## config.mk

```make
export PLATFORM = sky130hd
export DESIGN_NAME = keyed_record_table
export DESIGN_NICKNAME = d
export VERILOG_FILES = /design/src/rtl/krt_pkg.sv /design/src/rtl/krt_ctrl.sv /design/src/rtl/krt_datapath.sv /design/src/rtl/keyed_record_table.sv
export SDC_FILE = /design/constraint.sdc
export NUM_CORES = 2
export LEC_CHECK = 0
export BUFFER_PORTS_ARGS = -buffer_cell sky130_fd_sc_hd__buf_2
export CORE_AREA = 2 2 630 476
export DETAILED_ROUTE_END_ITERATION = 8
export DIE_AREA = 0 0 632 478
export PLACE_DENSITY = 0.69
export SLEW_MARGIN = 20
export SYNTH_ARGS = -nofsm -noshare
export SYNTH_HDL_FRONTEND = slang
export SYNTH_SLANG_ARGS = --single-unit
```

## constraint.sdc

```tcl
create_clock -name clk -period 6.6 [get_ports clk]
set_input_delay 0.33 -clock clk [delete_from_list [all_inputs] [get_ports clk]]
set_output_delay 0.33 -clock clk [all_outputs]
set_load 0.02 [all_outputs]
```

## src/rtl/krt_pkg.sv

```systemverilog
package krt_pkg;

    localparam logic [1:0] OP_INSERT = 2'd0;
    localparam logic [1:0] OP_DELETE = 2'd1;
    localparam logic [1:0] OP_LOOKUP = 2'd2;
    localparam logic [1:0] OP_UPDATE = 2'd3;

    localparam logic [1:0] ST_OK      = 2'd0;
    localparam logic [1:0] ST_DUP     = 2'd1;
    localparam logic [1:0] ST_MISSING = 2'd2;
    localparam logic [1:0] ST_FULL    = 2'd3;

    typedef struct packed {
        logic [1:0]         op;
        logic [30:0]        part_key;
        logic signed [31:0] new_quantity;
    } krt_req_t;

    typedef struct packed {
        logic [1:0]         status;
        logic signed [31:0] quantity_out;
        logic [5:0]         slot_out;
        logic [6:0]         entries_now;
    } krt_rsp_t;

    // controller -> datapath
    typedef struct packed {
        logic       capture;
        logic       scan;
        logic       fetch;
        logic       write;
        logic       emit;
        logic [1:0] code;
    } krt_cmd_t;

    // datapath -> controller
    typedef struct packed {
        logic [1:0] op;
        logic       hit;
        logic       exhausted;
        logic       full;
        logic       out_free;
    } krt_stat_t;

endpackage

```

## src/rtl/krt_ctrl.sv

```systemverilog
module krt_ctrl
    import krt_pkg::*;
(
    input  logic      clk,
    input  logic      rst_n,
    input  logic      req_valid,
    output logic      req_stall,
    input  krt_stat_t stat,
    output krt_cmd_t  cmd
);

    typedef enum logic [2:0] {
        S_IDLE,
        S_SCAN,
        S_FETCH,
        S_WRITE,
        S_DONE
    } state_t;

    state_t     state_reg;
    state_t     state_next;
    logic [1:0] code_reg;
    logic [1:0] code_next;

    always_comb
    begin
        state_next = state_reg;
        code_next  = code_reg;
        case (state_reg)
            S_IDLE:
            begin
                if (req_valid)
                begin
                    state_next = S_SCAN;
                end
            end
            S_SCAN:
            begin
                if (stat.hit)
                begin
                    code_next = ST_OK;
                    case (stat.op)
                        OP_INSERT:
                        begin
                            code_next  = ST_DUP;
                            state_next = S_DONE;
                        end
                        OP_DELETE: state_next = S_FETCH;
                        OP_LOOKUP: state_next = S_FETCH;
                        OP_UPDATE: state_next = S_WRITE;
                        default:   state_next = S_DONE;
                    endcase
                end
                else if (stat.exhausted)
                begin
                    if (stat.op == OP_INSERT)
                    begin
                        if (stat.full)
                        begin
                            code_next  = ST_FULL;
                            state_next = S_DONE;
                        end
                        else
                        begin
                            code_next  = ST_OK;
                            state_next = S_WRITE;
                        end
                    end
                    else
                    begin
                        code_next  = ST_MISSING;
                        state_next = S_DONE;
                    end
                end
            end
            S_FETCH:
            begin
                // delete moves the last record down; lookup just reads
                state_next = (stat.op == OP_DELETE) ? S_WRITE : S_DONE;
            end
            S_WRITE:
            begin
                state_next = S_DONE;
            end
            S_DONE:
            begin
                if (stat.out_free)
                begin
                    state_next = S_IDLE;
                end
            end
            default:
            begin
                state_next = S_IDLE;
            end
        endcase
    end

    always_ff @(posedge clk or negedge rst_n)
    begin
        if (!rst_n)
        begin
            state_reg <= S_IDLE;
            code_reg  <= ST_OK;
        end
        else
        begin
            state_reg <= state_next;
            code_reg  <= code_next;
        end
    end

    assign req_stall   = (state_reg != S_IDLE);
    assign cmd.capture = (state_reg == S_IDLE) && req_valid;
    assign cmd.scan    = (state_reg == S_SCAN);
    assign cmd.fetch   = (state_reg == S_FETCH);
    assign cmd.write   = (state_reg == S_WRITE);
    assign cmd.emit    = (state_reg == S_DONE) && stat.out_free;
    assign cmd.code    = code_reg;

endmodule

```

## src/rtl/krt_datapath.sv

```systemverilog
module krt_datapath
    import krt_pkg::*;
#(
    parameter int DEPTH = 64
)
(
    input  logic      clk,
    input  logic      rst_n,
    input  krt_req_t  req,
    input  logic      rsp_stall,
    output logic      rsp_valid,
    output krt_rsp_t  rsp,
    input  krt_cmd_t  cmd,
    output krt_stat_t stat
);

    localparam int AW = (DEPTH > 1) ? $clog2(DEPTH) : 1;
    localparam int CW = $clog2(DEPTH + 1);

    logic [30:0]        key_mem [DEPTH];
    logic signed [31:0] qty_mem [DEPTH];

    krt_req_t           req_reg;
    logic [CW-1:0]      count_reg;
    logic [CW-1:0]      count_next;
    logic [CW-1:0]      scan_addr_reg;
    logic [AW-1:0]      hit_slot_reg;
    logic [AW-1:0]      rd_slot_reg;
    logic               rd_vld_reg;
    logic [30:0]        key_rd_reg;
    logic signed [31:0] qty_rd_reg;
    logic               rsp_valid_reg;
    krt_rsp_t           rsp_reg;

    logic               hit;
    logic               issue;
    logic               rd_en;
    logic [AW-1:0]      rd_addr;
    logic [AW-1:0]      last_slot;
    logic [CW-1:0]      last_count;
    logic               key_wr_en;
    logic               qty_wr_en;
    logic [AW-1:0]      wr_addr;
    logic [30:0]        wr_key;
    logic signed [31:0] wr_qty;
    logic [31:0]        slot_wide;
    logic [31:0]        count_wide;
    logic               ok;

    assign hit        = rd_vld_reg && (key_rd_reg == req_reg.part_key);
    assign issue      = cmd.scan && !hit && (scan_addr_reg != count_reg);
    assign last_count = count_reg - CW'(1);
    assign last_slot  = last_count[AW-1:0];
    assign rd_en      = issue || cmd.fetch;

    always_comb
    begin
        if (cmd.fetch)
        begin
            rd_addr = (req_reg.op == OP_DELETE) ? last_slot : hit_slot_reg;
        end
        else
        begin
            rd_addr = scan_addr_reg[AW-1:0];
        end
    end

    // write port: insert appends, update rewrites the quantity, delete copies the last record into the hole
    always_comb
    begin
        key_wr_en  = 1'b0;
        qty_wr_en  = 1'b0;
        wr_addr    = hit_slot_reg;
        wr_key     = req_reg.part_key;
        wr_qty     = req_reg.new_quantity;
        count_next = count_reg;
        if (cmd.write)
        begin
            case (req_reg.op)
                OP_INSERT:
                begin
                    key_wr_en  = 1'b1;
                    qty_wr_en  = 1'b1;
                    wr_addr    = count_reg[AW-1:0];
                    count_next = count_reg + CW'(1);
                end
                OP_DELETE:
                begin
                    key_wr_en  = 1'b1;
                    qty_wr_en  = 1'b1;
                    wr_key     = key_rd_reg;
                    wr_qty     = qty_rd_reg;
                    count_next = last_count;
                end
                OP_UPDATE:
                begin
                    qty_wr_en = 1'b1;
                end
                default:
                begin
                    key_wr_en = 1'b0;
                end
            endcase
        end
    end

    always_ff @(posedge clk)
    begin
        if (key_wr_en)
        begin
            key_mem[wr_addr] <= wr_key;
        end
        if (rd_en)
        begin
            key_rd_reg <= key_mem[rd_addr];
        end
    end

    always_ff @(posedge clk)
    begin
        if (qty_wr_en)
        begin
            qty_mem[wr_addr] <= wr_qty;
        end
        if (rd_en)
        begin
            qty_rd_reg <= qty_mem[rd_addr];
        end
    end

    assign ok         = (cmd.code == ST_OK);
    assign slot_wide  = 32'(hit_slot_reg);
    assign count_wide = 32'(count_reg);

    function automatic krt_rsp_t rsp_next();
        krt_rsp_t r;
        r.status       = cmd.code;
        r.quantity_out = (ok && (req_reg.op == OP_LOOKUP)) ? qty_rd_reg : 32'sd0;
        r.slot_out     = ok ? slot_wide[5:0] : 6'd0;
        r.entries_now  = count_wide[6:0];
        return r;
    endfunction

    always_ff @(posedge clk)
    begin
        if (cmd.capture)
        begin
            req_reg <= req;
        end
        if (issue)
        begin
            rd_slot_reg <= scan_addr_reg[AW-1:0];
        end
        if (cmd.scan && hit)
        begin
            hit_slot_reg <= rd_slot_reg;
        end
        else if (cmd.write && (req_reg.op == OP_INSERT))
        begin
            hit_slot_reg <= count_reg[AW-1:0];
        end
        if (cmd.emit)
        begin
            rsp_reg <= rsp_next();
        end
    end

    always_ff @(posedge clk or negedge rst_n)
    begin
        if (!rst_n)
        begin
            count_reg     <= '0;
            scan_addr_reg <= '0;
            rd_vld_reg    <= 1'b0;
            rsp_valid_reg <= 1'b0;
        end
        else
        begin
            count_reg <= count_next;
            if (cmd.capture)
            begin
                scan_addr_reg <= '0;
            end
            else if (issue)
            begin
                scan_addr_reg <= scan_addr_reg + CW'(1);
            end
            rd_vld_reg <= issue;
            if (cmd.emit)
            begin
                rsp_valid_reg <= 1'b1;
            end
            else if (!rsp_stall)
            begin
                rsp_valid_reg <= 1'b0;
            end
        end
    end

    assign stat.op        = req_reg.op;
    assign stat.hit       = hit;
    assign stat.exhausted = !rd_vld_reg && (scan_addr_reg == count_reg);
    assign stat.full      = (count_reg == CW'(DEPTH));
    assign stat.out_free  = !rsp_valid_reg || !rsp_stall;

    assign rsp_valid = rsp_valid_reg;
    assign rsp       = rsp_reg;

endmodule

```

## src/rtl/keyed_record_table.sv

```systemverilog
// Unsorted key/quantity table, one request at a time.
// The response waits on the serial key scan (one memory read per cycle) over the live
// records; a hit ends the scan early. The next request is taken only back in idle,
// and it can be taken while the response waits in the output register.
// Reset clears the live count and control only; no clearing pass over the stores.
module keyed_record_table
    import krt_pkg::*;
#(
    parameter int DEPTH = 64
)
(
    input  logic     clk,
    input  logic     rst_n,
    input  logic     req_valid,
    output logic     req_stall,
    input  krt_req_t req,
    output logic     rsp_valid,
    input  logic     rsp_stall,
    output krt_rsp_t rsp
);

    krt_cmd_t  cmd;
    krt_stat_t stat;

    krt_ctrl u_ctrl (
        .clk       (clk),
        .rst_n     (rst_n),
        .req_valid (req_valid),
        .req_stall (req_stall),
        .stat      (stat),
        .cmd       (cmd)
    );

    krt_datapath #(
        .DEPTH (DEPTH)
    ) u_datapath (
        .clk       (clk),
        .rst_n     (rst_n),
        .req       (req),
        .rsp_stall (rsp_stall),
        .rsp_valid (rsp_valid),
        .rsp       (rsp),
        .cmd       (cmd),
        .stat      (stat)
    );

endmodule

```

# --- After elaboration in Yosys (flattened, before gate mapping) ---
# Memory sizes are Yosys's and may differ from the RTL's. A register that Yosys moved wholly into a read port is not among the register bits.
# Index checks and enable logic that the tools add are counted.
totals:
  regBits: 145
  ram_bits: 4032
  inputBits: 69
  out_inout_bits: 49
  word_cells: 101
  n_memories: 2
mem_list:
  columns: ["memory", "depth", "width", "read_ports", "rd_ports_with_merged_regs", "write_ports", "line_no", "source"]
  rows:
  - ["u_datapath.qty_mem", 64, 32, 1, 1, 1, "krt_datapath.sv:21", "logic signed [31:0] qty_mem [DEPTH];"]
  - ["u_datapath.key_mem", 64, 31, 1, 1, 1, "krt_datapath.sv:20", "logic [30:0] key_mem [DEPTH];"]
classes:
  n_addsub: 3
  n_eq_ne: 15
  mux: 37
  n_reduce_logical: 29
ops:
  columns: ["cell", "n"]
  rows:
  - ["32-bit 2-to-1 mux", 2]
  - ["31-bit 2-to-1 mux", 2]
  - ["6-bit 2-to-1 mux", 6]
  - ["31-bit == test", 1]
  - ["3-bit 2-to-1 mux", 7]
  - ["3-bit one-hot mux with 5 select lines", 1]
  - ["7-bit by 1-bit adder with 7-bit output (second input constant)", 2]
  - ["7-bit 2-to-1 mux", 2]
  - ["7-bit one-hot mux with 2 select lines", 1]
  - ["1-bit 2-to-1 mux", 11]
  - ["1-bit logical AND", 9]
  - ["3-bit one-hot mux with 3 select lines", 1]
  - ["2-bit 2-to-1 mux", 4]
  - ["2-bit nonzero test", 4]
  - ["7-bit == test", 1]
  - ["7-bit == test (second input constant)", 1]
  - ["7-bit != test", 1]
  - ["7-bit by 1-bit subtractor with 7-bit output (second input constant)", 1]
  - ["3-bit by 2-bit == test with 1-bit output (second input constant)", 2]
  - ["2-bit == test (second input constant)", 2]
  - ["1-bit logical NOT", 4]
  - ["2-bit logical NOT", 2]
  - ["2-bit by 1-bit != test with 1-bit output (second input constant)", 2]
  - ["2-bit AND reduction", 2]
  - ["11 further kinds", 13]

# --- Logic depth before layout (Yosys ltp) ---
depth:
  word_depth: 7
  ltp_mapped: 15
  mapped_depth_nobuf: 10

# --- Modules after synthesis ---
# Synthesis repeated with hierarchy kept, for this count alone.
unflattened:
  hier_cells: 10059
  hier_area_um2: 165378.6
by_module_without_submodules:
  columns: ["module", "instances", "cells_each", "area_each_um2", "seq_area_each_um2"]
  rows:
  - ["krt_datapath", 1, 10013, 164994.5, 127091.9]
  - ["krt_ctrl", 1, 46, 384.1, 125.1]

# --- Least setup slack after synthesis ---
# OpenSTA, ideal clock, no wires.
synth_timing:
  path_kind: "register to register"
  from: "reg u_ctrl.state_reg[2]"
  to: "reg u_datapath.req_reg[0] (netlist name) (enable)"
  setup_ps: 587
  arrival_time_ps: 5386
  required_ps: 6013
  path_slack_ps: 626
  path_stages_with_launch: 4
  n_path_buf: 0
  synth_period_minus_slack_ps: 5974
  path_cell_list: "dfrtp_1 > inv_1 > a21oi_1 > nor3_1"
synth_lines:
  columns: ["item", "line_no", "source"]
  rows:
  - ["start: declaration", "krt_ctrl.sv:20", "state_t state_reg;"]
  - ["start signal: assignment", "krt_ctrl.sv:108", "state_reg <= state_next;"]
  - ["end signal: assignment", "krt_datapath.sv:148", "req_reg <= req;"]
  - ["end: declaration", "krt_datapath.sv:23", "krt_req_t req_reg;"]

# --- Final worst setup path ---
layout_timing:
  from: "reg u_ctrl.state_reg[1]"
  to: "reg u_datapath.qty_rd_reg[23], read port of u_datapath.qty_mem (data pin)"
layout_between:
  elab_chain_len: 4
  elab_cells_between_ends: 6
  classes_between: "eq/ne (2); mux (1); reduce/logical (3)"
layout_rtl:
  columns: ["item", "line_no", "source"]
  rows:
  - ["3-bit by 1-bit == test with 1-bit output", "krt_ctrl.sv:115", "assign cmd.scan = (state_reg == S_SCAN);"]
  - ["1-bit logical AND (2 in series)", "krt_datapath.sv:51", "assign issue = cmd.scan && !hit && (scan_addr_reg != count_reg);"]
  - ["1-bit logical OR", "krt_datapath.sv:54", "assign rd_en = issue || cmd.fetch;"]
  - ["end: declaration", "krt_datapath.sv:31", "logic signed [31:0] qty_rd_reg;"]
# Several ways; a longest one is shown, not always the timed one.
# A chain may end at the register's enable or synchronous reset.

==> metrics.cfg <==
[synth]
yosys_warnings=0
yosysSeqAreaShare_pct=78.5
synth_top_cell_area_share_pct=78.2
synth-edff-count=4219
synth_area_leaders=edfxtp_1, mux4_2, mux2i_1, nand2_1, o22ai_1
synthesis.nets=8546
syn_inst=8473
synth_area_sq_um=162000
ys_ff_latch=4240
syn_area_per_cell_sq_um=19.1
yosysTopAreaCell=edfxtp_1
ys_types=65
async_flop_share_pct=0.495
ys.flop_type=edfxtp_1

[clock_network]
cts_tree=done
cts.clk_slew.worst_paths_ns=0.07
cts_htree_levels=5
cts_resized=0
cts_sinks=4240
clockRootBuffer=clkbuf_16
worstSkewPairLatency_ns=0.94
cts_buffers=392
clockBufferDepth=4

[cells_and_area]
finish.net_count=9081
seq_area_sq_um=127000
drive_gt1_share_pct=19.7
largest_reg_flops=2048
num-fill-cells=20297
stdcell_count=13322
multi_input_area_sq_um=34000
syn_to_final_growth_pct=13.6
design_area_sq_um=184000
layout_common_cells=edfxtp_1, mux2i_1, nand2_1
layout.cells.most_common=edfxtp_1

[global_route]
grt-ovfl-total=0
grt_pass1_vias=85147
grt_max_degree=97
grt_use_total_pct=30.3
antenna_found_initial=62
grt_pass1_wl_mm=648

[place]
io_buffers=117
place.gp.congestion=0.920
dp_cells=12503
place_area_sq_um=171000
dp_hpwl_mm=276
place_worst_setup_slack_ns=1.15

[timing]
final.setup.tns_ns=0
slew_violations=0
setup_viol=0
hold_violations=0
max_slew_margin_pct=14.1
rsz0062_at_grt=no
setup_ws_ns=0.853
fmax_ghz=0.174
post-route-period-util_pct=87.1
post-route-min-period_ns=5.75
finClkSkew_ns=0.0742
tightest_slew_ns=1.28

[setup_path]
critPathMaxFanout=56
critPathLaunch=u_ctrl.state_reg[1]$_DFFE_PN0P_
rrSetupSlack_ns=0.85
crit_path_top_delay_cell=nand2_8
r2r_cells=11
end_kind=flop
crit_path_max_incr_delay_ns=0.75
path_cells=or3b_1 > nand2_1 > nand2_8 > buf_12 > buf_12 > buf_4 > mux2i_1 > o22ai_1 > o21ai_0 > nand3_1 > or4_1
worst_path_most_repeated_cell=buf_12
r2r-end=u_datapath.qty_rd_reg[23]$_DFFE_PP_
critPathLaunchType=flop
worstPathRequired_ns=7.26
critical_path_arrival_ns=6.41
critPathKind=reg -> reg
cp-endpoint=u_datapath.qty_rd_reg[23]$_DFFE_PP_
reg2reg_from=u_ctrl.state_reg[1]$_DFFE_PN0P_

[route]
via_count=89185
wl_met1_mm=178
wl_met3_mm=69.5
drc_errors=0
drt_pass1_iterations=8
wl_per_cell_microns=34.6
drt_iter0_markers=16021
viasPerCell=6.69
wirelength_mm=461
met2WireLength_mm=199
ant_nets=0
top_layer_used=met5

[power]
finalPower_mw=73.3
p_int_mw=51.4
comb_power_share_pct=23.2
power.leakage_nw=59.8
seqPwrFrac_pct=45.7
clockPowerShare_pct=31.1
swShare_pct=29.8
p_switching_mw=21.8
ir_drop_v=0.000502
power_density_nw_per_um2=398

[die]
die_h_microns=478
die-area_sq_um=302000
start_util_pct=54.6
ioPinCount=118
core_area_sq_um=297000
die_x_microns=632
fp-row-count=174

[run]
cap_violations=0

[status]
outcome=finished, final reports clean

[hold_path]
hp-class=in -> async

==> worst min-delay path by stage <==
| stage | to |
|---|---|
| floorplan | u_ctrl.code_reg[0]$_DFFE_PN0P_ |
| global placement | u_datapath.rsp_valid$_DFFE_PN0P_ |
| detailed placement | u_datapath.rsp_valid$_DFFE_PN0P_ |
| CTS | u_datapath.rd_vld_reg$_DFF_PN0_ |
| global route | u_datapath.rd_vld_reg$_DFF_PN0_ |
| finish | u_datapath.rd_vld_reg$_DFF_PN0_ |
==> metrics by stage <==
stage          utilization, %  hold WS (ns)
2_1_floorplan               -        0.0344
3_3_place_gp             57.4         0.316
3_5_place_dp             57.4         0.334
4_1_cts                  61.9        0.0256
5_1_grt                  62.0        0.0429
6_report                 62.0        0.0434
==> logic make-up (layout without fill, tap and decap cells) <==
group	Yosys count	after routing	synth area share, %
compound gates	1136	1136	4.28
xor+xnor	52	52	0.281
fa+ha+maj	4	4	0.0309
buf+inv	479	1328	1.35
flops	4240	4240	78.5
mux	1340	1340	12.2
other cells	0	40	0
simple gates	1222	1222	3.37
==> cell usage after synthesis (all sizes together), types with 9 or more instances <==
cell type	n
nand4	17
nor4	62
a22o	55
buf	230
nand3	163
or4	56
and3	48
a211oi	13
xnor2	43
o22ai	380
clkbuf	240
mux4	496
a21oi	230
and2	9
nor2	168
dfrtp	21
inv	9
nor3	18
edfxtp	4219
nand2	654
mux2	71
xor2	9
a22oi	136
mux2i	773
o21ai	265
a31oi	13
==> power by group through the flow <==
stage          logic, mW  registers (mW)  clock network, mW
3_5_place_dp        16.6            34.1                  0
6_report            17.0            33.5               22.8
5_1_grt             17.7            33.5               24.0
3_3_place_gp        16.2            34.0                  0
2_1_floorplan       10.1            33.7                  0
4_1_cts             16.7            33.5               22.9
==> final cells by class <==
cell class | instances | share of cell area (%)
inverter | 9 | 0.0183
timing repair buffer | 611 | 2.79
multi-input combinational | 3754 | 18.5
sequential | 4240 | 69.1
tap | 3960 | 2.69
antenna | 40 | 0.0544
clock inverter | 220 | 1.22
clock buffer | 488 | 5.67
==> per-layer routing <==
layer  up-vias  global-route usage, %
met4        36                   8.59
li1      35530                      -
met3       871                   9.58
met1     46267                   45.9
met2      6481                   42.7
met5         -                      0
==> critical path: cells and delay by family (launching register included) <==
family / cells / cell delay (ns)
AND/OR/NAND/NOR: 5 / 3.34
AO/OA/AOI/OAI: 2 / 0.36
multiplexers: 1 / 0.23
flip-flops: 1 / 0.47
buffers and inverters: 3 / 0.92
==> what timing repair did <==
action                     4_1_cts  5_1_grt
hold endpoints to repair        89        0
buffers inserted                 0        0
setup endpoints to repair        0        0
hold buffers                    68        0
Note: power is estimated with default switching activity, not from simulation.
